`config.mk`:
```
export PLATFORM = sky130hd
export DESIGN_NAME = frame_interval_timeline_normalizer_core
export DESIGN_NICKNAME = d
export VERILOG_FILES = /design/src/design/fitn_pkg.sv /design/src/design/fitn_trim.sv /design/src/design/fitn_emit.sv /design/src/design/frame_interval_timeline_normalizer_core.sv
export SDC_FILE = /design/constraint.sdc
export NUM_CORES = 2
export LEC_CHECK = 0
export ABC_AREA = 1
export BUFFER_PORTS_ARGS = -buffer_cell sky130_fd_sc_hd__clkbuf_2
export CORE_MARGIN = 5
export CORE_UTILIZATION = 39
export CTS_BUF_LIST = sky130_fd_sc_hd__clkbuf_16
export DETAILED_ROUTE_END_ITERATION = 10
export GPL_TIMING_DRIVEN = 0
export SETUP_SLACK_MARGIN = 0.15
export SYNTH_ARGS = -nofsm -noshare
export SYNTH_HDL_FRONTEND = slang
export SYNTH_SLANG_ARGS = --single-unit
```
`constraint.sdc`:
```
create_clock -name clk -period 14.75 [get_ports clk]
set_clock_uncertainty 0.15 [all_clocks]
set_input_delay 2.95 -clock clk [delete_from_list [all_inputs] [get_ports clk]]
set_output_delay 2.95 -clock clk [all_outputs]
set_load 0.03 [all_outputs]
```
`src/design/fitn_pkg.sv`:
```
// ---------------------------------------------------------------------------
// fitn_pkg
// Shared types and constants of the frame interval timeline normaliser.
// ---------------------------------------------------------------------------
`default_nettype none

package fitn_pkg;

    localparam int unsigned FrameWidth  = 32;
    localparam int unsigned TagWidth    = 16;
    localparam int unsigned RenderWidth = 40;

    localparam int unsigned CfgIndexWidth = 1;
    localparam int unsigned CfgDataWidth  = 1;

    localparam logic [CfgIndexWidth-1:0] RegTrimOverlaps = 1'd0;
    localparam logic [CfgIndexWidth-1:0] RegFillGaps     = 1'd1;

    // result slots in emission order
    localparam int unsigned NumSlots  = 3;
    localparam int unsigned SlotHeld  = 0;
    localparam int unsigned SlotGap   = 1;
    localparam int unsigned SlotFinal = 2;

    // smallest hole that becomes a gap interval
    localparam logic [FrameWidth:0] GapMinFrames = 33'd2;

    typedef struct packed {
        logic                  trim_overlaps;
        logic                  fill_gaps;
    } cfg_t;

    typedef struct packed {
        logic [FrameWidth-1:0] first_frame;
        logic [FrameWidth-1:0] last_frame;
        logic [TagWidth-1:0]   tag;
        logic                  final_item;
    } item_t;

    typedef struct packed {
        logic                  is_gap;
        logic [FrameWidth-1:0] first_frame;
        logic [FrameWidth-1:0] last_frame;
        logic [TagWidth-1:0]   tag;
    } entry_t;

    typedef struct packed {
        logic [NumSlots-1:0]             mask;
        entry_t [NumSlots-1:0]           slots;
    } plan_t;

    typedef struct packed {
        logic                   is_gap;
        logic [FrameWidth-1:0]  out_start;
        logic [FrameWidth-1:0]  out_end;
        logic [TagWidth-1:0]    out_tag;
        logic [RenderWidth-1:0] render_first;
        logic [RenderWidth-1:0] render_last;
        logic                   run_last;
        logic                   stream_done;
    } result_t;

endpackage

`default_nettype wire

```
`src/design/fitn_trim.sv`:
```
// ---------------------------------------------------------------------------
// fitn_trim
// Holds the pending interval, trims overlaps against the incoming one and
// builds the list of up to three intervals that the transaction releases.
// ---------------------------------------------------------------------------
`default_nettype none

module fitn_trim
(
    input  wire logic           clk,
    input  wire logic           rst_n,
    input  wire fitn_pkg::cfg_t  cfg,
    input  wire fitn_pkg::item_t item,
    input  wire logic           take,
    output fitn_pkg::plan_t     plan
);
    import fitn_pkg::*;

    logic                  held_valid_reg, held_valid_next;
    logic [FrameWidth-1:0] held_start_reg, held_start_next;
    logic [FrameWidth-1:0] held_end_reg,   held_end_next;
    logic [TagWidth-1:0]   held_tag_reg,   held_tag_next;

    logic                  overlap;
    logic [FrameWidth:0]   ov;
    logic [FrameWidth-1:0] tp;
    logic [FrameWidth:0]   tc;
    logic [FrameWidth-1:0] pe;
    logic [FrameWidth-1:0] he_trim;
    logic [FrameWidth:0]   ns;
    logic [FrameWidth-1:0] cs_min;
    logic [FrameWidth:0]   p1;
    logic [FrameWidth-1:0] cs_push;
    logic [FrameWidth-1:0] he2;
    logic [FrameWidth-1:0] cs2;
    logic                  gap;

    always_comb
    begin
        overlap = cfg.trim_overlaps && held_valid_reg && (item.first_frame <= held_end_reg);
        ov      = {1'b0, held_end_reg} - {1'b0, item.first_frame} + 33'd1;
        tp      = ov[FrameWidth:1];
        tc      = ov - {1'b0, tp};
        pe      = held_end_reg - tp;
        he_trim = (pe > held_start_reg) ? pe : held_start_reg;
        ns      = {1'b0, item.first_frame} + tc;
        cs_min  = (ns < {1'b0, item.last_frame}) ? ns[FrameWidth-1:0] : item.last_frame;
        p1      = {1'b0, he_trim} + 33'd1;
        if (cs_min <= he_trim)
        begin
            cs_push = (p1 < {1'b0, item.last_frame}) ? p1[FrameWidth-1:0] : item.last_frame;
        end
        else
        begin
            cs_push = cs_min;
        end
        he2 = overlap ? he_trim : held_end_reg;
        cs2 = overlap ? cs_push : item.first_frame;
        gap = held_valid_reg && cfg.fill_gaps
            && ({1'b0, cs2} >= ({1'b0, he2} + 33'd1 + GapMinFrames));
    end

    always_comb
    begin
        plan.mask[SlotHeld]  = held_valid_reg;
        plan.mask[SlotGap]   = gap;
        plan.mask[SlotFinal] = item.final_item;

        plan.slots[SlotHeld].is_gap      = 1'b0;
        plan.slots[SlotHeld].first_frame = held_start_reg;
        plan.slots[SlotHeld].last_frame  = he2;
        plan.slots[SlotHeld].tag         = held_tag_reg;

        plan.slots[SlotGap].is_gap       = 1'b1;
        plan.slots[SlotGap].first_frame  = he2 + 32'd1;
        plan.slots[SlotGap].last_frame   = cs2 - 32'd1;
        plan.slots[SlotGap].tag          = '0;

        plan.slots[SlotFinal].is_gap      = 1'b0;
        plan.slots[SlotFinal].first_frame = cs2;
        plan.slots[SlotFinal].last_frame  = item.last_frame;
        plan.slots[SlotFinal].tag         = item.tag;
    end

    always_comb
    begin
        held_valid_next = held_valid_reg;
        held_start_next = held_start_reg;
        held_end_next   = held_end_reg;
        held_tag_next   = held_tag_reg;
        if (take)
        begin
            if (item.final_item)
            begin
                held_valid_next = 1'b0;
                held_start_next = '0;
                held_end_next   = '0;
                held_tag_next   = '0;
            end
            else
            begin
                held_valid_next = 1'b1;
                held_start_next = cs2;
                held_end_next   = item.last_frame;
                held_tag_next   = item.tag;
            end
        end
    end

    always_ff @(posedge clk or negedge rst_n)
    begin
        if (!rst_n)
        begin
            held_valid_reg <= 1'b0;
            held_start_reg <= '0;
            held_end_reg   <= '0;
            held_tag_reg   <= '0;
        end
        else
        begin
            held_valid_reg <= held_valid_next;
            held_start_reg <= held_start_next;
            held_end_reg   <= held_end_next;
            held_tag_reg   <= held_tag_next;
        end
    end

endmodule

`default_nettype wire

```
`src/design/fitn_emit.sv`:
```
// ---------------------------------------------------------------------------
// fitn_emit
// Plan register and output register: releases one interval per cycle while the
// output is not stalled and places it on the render timeline from the running cursor.
// ---------------------------------------------------------------------------
`default_nettype none

module fitn_emit
(
    input  wire logic            clk,
    input  wire logic            rst_n,
    input  wire fitn_pkg::plan_t plan,
    input  wire logic            load,
    input  wire logic            out_stall,
    output logic                 load_ok,
    output logic                 out_valid,
    output fitn_pkg::result_t    result
);
    import fitn_pkg::*;

    plan_t                  plan_reg, plan_next;
    logic                   out_valid_reg, out_valid_next;
    result_t                result_reg, result_next;
    logic [RenderWidth-1:0] cursor_reg, cursor_next;

    logic                   out_free;
    logic                   fire;
    logic [NumSlots-1:0]    sel;
    logic [NumSlots-1:0]    rest;
    entry_t                 pick;
    logic [FrameWidth-1:0]  span;

    always_comb
    begin
        out_free = !out_valid_reg || !out_stall;
        fire     = out_free && (plan_reg.mask != '0);
        sel      = plan_reg.mask & (~plan_reg.mask + 3'd1);
        rest     = plan_reg.mask & ~sel;
        load_ok  = (plan_reg.mask == '0) || (fire && (rest == '0));

        pick = '0;
        for (int i = 0; i < NumSlots; i++)
        begin
            if (sel[i])
            begin
                pick = pick | plan_reg.slots[i];
            end
        end
        span = (pick.last_frame >= pick.first_frame) ? (pick.last_frame - pick.first_frame) : '0;
    end

    always_comb
    begin
        plan_next      = plan_reg;
        out_valid_next = out_valid_reg && out_stall;
        result_next    = result_reg;
        cursor_next    = cursor_reg;

        if (fire)
        begin
            plan_next.mask           = rest;
            out_valid_next           = 1'b1;
            result_next.is_gap       = pick.is_gap;
            result_next.out_start    = pick.first_frame;
            result_next.out_end      = pick.last_frame;
            result_next.out_tag      = pick.tag;
            result_next.render_first = cursor_reg;
            result_next.render_last  = cursor_reg + {8'd0, span};
            result_next.run_last     = (rest == '0);
            result_next.stream_done  = sel[SlotFinal];
            cursor_next = sel[SlotFinal] ? '0 : (cursor_reg + {8'd0, span} + 40'd1);
        end
        if (load)
        begin
            plan_next = plan;
        end
    end

    always_ff @(posedge clk or negedge rst_n)
    begin
        if (!rst_n)
        begin
            plan_reg      <= '0;
            out_valid_reg <= 1'b0;
            cursor_reg    <= '0;
        end
        else
        begin
            plan_reg      <= plan_next;
            out_valid_reg <= out_valid_next;
            cursor_reg    <= cursor_next;
        end
    end

    always_ff @(posedge clk)
    begin
        result_reg <= result_next;
    end

    assign out_valid = out_valid_reg;
    assign result    = result_reg;

endmodule

`default_nettype wire

```
`src/design/frame_interval_timeline_normalizer_core.sv`:
```
// ---------------------------------------------------------------------------
// frame_interval_timeline_normalizer_core
// Holds one source interval back, trims overlaps, inserts gaps and lays
// every released interval onto a contiguous render timeline.
// ---------------------------------------------------------------------------
// One input transaction is taken per cycle as long as each releases at most
// one interval and the output is not stalled; a transaction that releases
// n intervals (0 to 3) keeps the input stalled until the single output
// register has released its last interval. Results pass through the input
// register, the plan register and the output register. The first interval
// of a stream releases nothing until its successor arrives; a final input
// flushes it and restarts the cursor.
`default_nettype none

module frame_interval_timeline_normalizer_core
(
    input  wire logic                                  clk,
    input  wire logic                                  rst_n,

    input  wire logic                                  cfg_we,
    input  wire logic [fitn_pkg::CfgIndexWidth-1:0]    cfg_index,
    input  wire logic [fitn_pkg::CfgDataWidth-1:0]     cfg_data,

    input  wire logic                                  in_valid,
    output logic                                       in_stall,
    input  wire logic [fitn_pkg::FrameWidth-1:0]       src_start,
    input  wire logic [fitn_pkg::FrameWidth-1:0]       src_end,
    input  wire logic [fitn_pkg::TagWidth-1:0]         item_tag,
    input  wire logic                                  final_item,

    output logic                                       out_valid,
    input  wire logic                                  out_stall,
    output logic                                       is_gap,
    output logic [fitn_pkg::FrameWidth-1:0]            out_start,
    output logic [fitn_pkg::FrameWidth-1:0]            out_end,
    output logic [fitn_pkg::TagWidth-1:0]              out_tag,
    output logic [fitn_pkg::RenderWidth-1:0]           render_first,
    output logic [fitn_pkg::RenderWidth-1:0]           render_last,
    output logic                                       run_last,
    output logic                                       stream_done
);
    import fitn_pkg::*;

    cfg_t    cfg_reg, cfg_next;
    logic    in_full_reg, in_full_next;
    item_t   in_item_reg, in_item_next;
    logic    in_accept;
    logic    in_take;
    logic    load_ok;
    plan_t   plan;
    result_t result;

    always_comb
    begin
        cfg_next = cfg_reg;
        if (cfg_we)
        begin
            case (cfg_index)
                RegTrimOverlaps: cfg_next.trim_overlaps = cfg_data[0];
                RegFillGaps:     cfg_next.fill_gaps     = cfg_data[0];
                default:         cfg_next = cfg_reg;
            endcase
        end
    end

    always_comb
    begin
        in_take   = in_full_reg && load_ok;
        in_stall  = in_full_reg && !load_ok;
        in_accept = in_valid && !in_stall;

        in_full_next = in_accept ? 1'b1 : (in_take ? 1'b0 : in_full_reg);
        in_item_next = in_item_reg;
        if (in_accept)
        begin
            in_item_next.first_frame = src_start;
            in_item_next.last_frame  = src_end;
            in_item_next.tag         = item_tag;
            in_item_next.final_item  = final_item;
        end
    end

    always_ff @(posedge clk or negedge rst_n)
    begin
        if (!rst_n)
        begin
            cfg_reg.trim_overlaps <= 1'b1;
            cfg_reg.fill_gaps     <= 1'b1;
            in_full_reg           <= 1'b0;
        end
        else
        begin
            cfg_reg     <= cfg_next;
            in_full_reg <= in_full_next;
        end
    end

    always_ff @(posedge clk)
    begin
        in_item_reg <= in_item_next;
    end

    fitn_trim u_trim
    (
        .clk   (clk),
        .rst_n (rst_n),
        .cfg   (cfg_reg),
        .item  (in_item_reg),
        .take  (in_take),
        .plan  (plan)
    );

    fitn_emit u_emit
    (
        .clk       (clk),
        .rst_n     (rst_n),
        .plan      (plan),
        .load      (in_take),
        .out_stall (out_stall),
        .load_ok   (load_ok),
        .out_valid (out_valid),
        .result    (result)
    );

    assign is_gap       = result.is_gap;
    assign out_start    = result.out_start;
    assign out_end      = result.out_end;
    assign out_tag      = result.out_tag;
    assign render_first = result.render_first;
    assign render_last  = result.render_last;
    assign run_last     = result.run_last;
    assign stream_done  = result.stream_done;

endmodule

`default_nettype wire

```
==> results.txt <==
----------------------------------------------------
[Timing]
  Relative slew margins ... -4.78%
  Hold Fails Final Rpt ... 0
  Max Slew Vio Count ... 11
  Transition time of the tightest slew-check pin ... 1570 ps
  Fin crit period ... 13890 ps
  Setup repair after global routing missed its margin ... false
  Setup Viol. Count Final ... 0
  Final worst path period share ... 94.1%
  Maximum clock frequency ... 72.0 MHz
  Min setup slack post-route ... 864 ps

[CTS]
  Clock buffers created by TritonCTS ... 73
  Worst skew pair latency ... 670 ps
  Number of H-tree levels ... 3
  Hold buffer count at cts ... 0
  Clock slew seen by the registers of the worst setup and hold paths ... 60 ps
  Clock Tree Root ... sky130_fd_sc_hd__clkbuf_16
  CTS Sinks ... 597
  Clock tree from TritonCTS ... built
  Buffers from clock root to sink, at most ... 3

[Floorplan]
  Count of standard-cell rows ... 121
  Core area ... 0.109 mm^2
  Area of the die ... 0.116 mm^2
  Die W ... 340 um
  Number of top-level design ports ... 253
  Chip Height ... 340 um
  Initial Util ... 39.2%

[Route]
  Wire length after detailed routing ... 164000 um
  Detail Route Antenna Nets ... 0
  Routed wire length per instance ... 22.9 um
  First-pass detailed-route iteration total ... 6
  Remaining routing DRC violations ... 0
  Total via count after detailed routing ... 38600
  Drt via density ... 5.38
  Number of violations reported at the end of detailed-routing iteration 0 ... 3358

[Critical path]
  Depth of the most critical reg-to-reg path ... 80
  Crit start category ... register
  Endpoint kind of the worst setup timing path ... register
  Startpoint of the most critical register-to-register path ... u_trim.held_end_reg[1]$_DFFE_PN0P_
  Buffers plus inverters on the worst setup path ... 8
  Crit path launch ... u_trim.held_end_reg[1]$_DFFE_PN0P_
  CP dominant cell by count ... sky130_fd_sc_hd__nand2_1
  WS Path Type ... reg2reg
  Critical Path Slowest Stage Cell ... sky130_fd_sc_hd__fa_1
  Data arrival at the endpoint of the critical path ... 14250 ps
  Top delay family on crit path ... simple AND/OR/NAND/NOR gates
  Number of gates on the worst path with buffers counted ... 80
  Critical Path RT ... 15120 ps
  Maximum fanout encountered on the critical timing path ... 10
  Delay of the slowest cell on the worst path ... 460 ps

[Placed design]
  # port buffers ... 252
  Pre-CTS setup slack ... -132 ps
  Routability Congestion ... 1.02
  Hpwl dp ... 136000 um
  Standard cell area after detailed placement ... 0.0458 mm^2

[Cells and area]
  Proportion of layout cells with a drive suffix above 1 ... 11.4%
  Most common cell after layout, fill and taps aside ... sky130_fd_sc_hd__nand2_1
  Design Area, Final ... 0.0484 mm^2
  Net total in the final layout ... 6206
  Synthesis-to-finish area growth ... 13.8%
  Leading cell types in the layout, fill and taps excluded ... sky130_fd_sc_hd__nand2_1, sky130_fd_sc_hd__inv_1, sky130_fd_sc_hd__ha_1
  Max reg flops ... 228
  Finished Core Util ... 44.6%
  Total of fill cells in the finished design ... 11000

[Global route]
  Number of global-route vias before repair ... 38100
  Global-route congestion overflow total ... 0
  Pin count of the biggest net entering global routing ... 130
  Initial antenna violation count ... 1
  Global-route wire length before repair ... 240000 um
  Global-route total usage across every layer ... 27.6%

[Synthesis]
  Netlist Area Pre-Place ... 0.0425 mm^2
  Number of distinct library cell variants in the gate-level netlist after synthesis ... 73
  Syn_nets ... 5863
  Yosys reg bits ... 597
  Share of flip-flops with an asynchronous set or reset after synthesis ... 59.1%
  Number of synthesized flops with an enable pin ... 244
  Dominant synthesized flop cell ... sky130_fd_sc_hd__dfrtp_1
  Synthesized instance count ... 5361
  Average footprint of a synthesized cell ... 7.94 um^2
  Sequential area share after synthesis ... 38.0%
  Syn. warnings ... 0

[Flow run]
  Number of violations of the max-capacitance limit ... 1

[Outcome]
  Run status ... finished with violations
  Failing checks ... capacitance limit, slew limit

[Min path]
  Startpoint of the most critical hold path ... u_emit.plan_reg[161]$_DFFE_PN0P_
  Kind of path behind the tightest hold check ... reg2reg
  Worst hold path cell count ... 2

----------------------------------------------------
## worst reg2reg max path, delay by kind of cell, from the launching register on
kind,cells,cell delay (ps)
compound gates,17,3470
xor+xnor,2,470
fa+ha+maj,8,2600
buf+inv,8,800
flops,1,450
simple gates,45,5800
## routing by layer
metal / global-route usage [%] / wire length, um
met1: 36.5 / 71000
met2: 45.9 / 75400
met3: 3.33 / 9840
met4: 11.7 / 8110
met5: 0 / 0
## layout make-up
type,instances,area [um^2],share of cell area (%)
Multi-Input combinational cell,3794,22800,47.0
Clock buffer,75,1880,3.88
Timing Repair Buffer,268,1500,3.09
Antenna cell,1,2.50,0.00517
Sequential cell,597,16200,33.4
Inverter,826,3110,6.43
Clock inverter,60,587,1.21
Tap cell,1414,1770,3.65
Buffer,144,648,1.34
## metrics by stage
step	hold slack, ps	setup TNS [ps]	instances
4_1_cts	309	0	7168
5_1_grt	328	0	7178
3_5_place_dp	293	-132	7033
3_3_place_gp	284	-147	7027
6_report	307	0	7179
2_1_floorplan	273	0	5361
## synth_stat cells (36+ instances only)
library cell,instances,share of area [%]
sky130_fd_sc_hd__nand2_1,1187,10
sky130_fd_sc_hd__inv_1,793,7.0
sky130_fd_sc_hd__ha_1,383,11
sky130_fd_sc_hd__o21ai_0,372,4.4
sky130_fd_sc_hd__dfrtp_1,351,21
sky130_fd_sc_hd__a21oi_1,333,3.9
sky130_fd_sc_hd__nor2_1,323,2.8
sky130_fd_sc_hd__nand3_1,313,3.7
sky130_fd_sc_hd__edfxtp_1,244,17
sky130_fd_sc_hd__xor2_1,125,2.6
sky130_fd_sc_hd__clkbuf_1,115,1.0
sky130_fd_sc_hd__o22ai_1,82,1.2
sky130_fd_sc_hd__nand2_2,79,1.2
sky130_fd_sc_hd__nand4_1,72,1.1
sky130_fd_sc_hd__nor3_1,54,0.64
sky130_fd_sc_hd__o221ai_1,47,0.97
sky130_fd_sc_hd__o211ai_1,36,0.64
sky130_fd_sc_hd__o21a_1,36,0.64
## final timing paths
check,end,slack [ps]
max in group asynchronous,u_emit.plan_reg[162]$_DFFE_PN0P_,10760
setup / recovery,u_emit.plan_reg[244]$_DFFE_PN0P_,860
hold / removal,u_emit.plan_reg[161]$_DFFE_PN0P_,310
min in group asynchronous,u_emit.cursor_reg[5]$_DFFE_PN0P_,2240
setup reg to reg,u_emit.plan_reg[244]$_DFFE_PN0P_,860
hold reg to reg,u_emit.plan_reg[161]$_DFFE_PN0P_,310
## cells by family after synthesis
kind of cell / count (synthesis) / share of synthesized area [%]
AO/OA/AOI/OAI: 1051 / 14.4
XOR/XNOR: 161 / 3.36
adder cells (fa/ha/maj): 414 / 12.7
buffers and inverters: 970 / 8.81
flip-flops: 597 / 38.0
AND/OR/NAND/NOR: 2168 / 22.7
## timing repair
action | CTS | global route
endpoints found under the setup margin | 1 | 1
setup buffers | 0 | 10
gates resized for setup | 3 | 31
pin swaps | 0 | 4
Power is not shown: default switching activity piles up to over one toggle a cycle in this logic, so the estimate is an artifact.
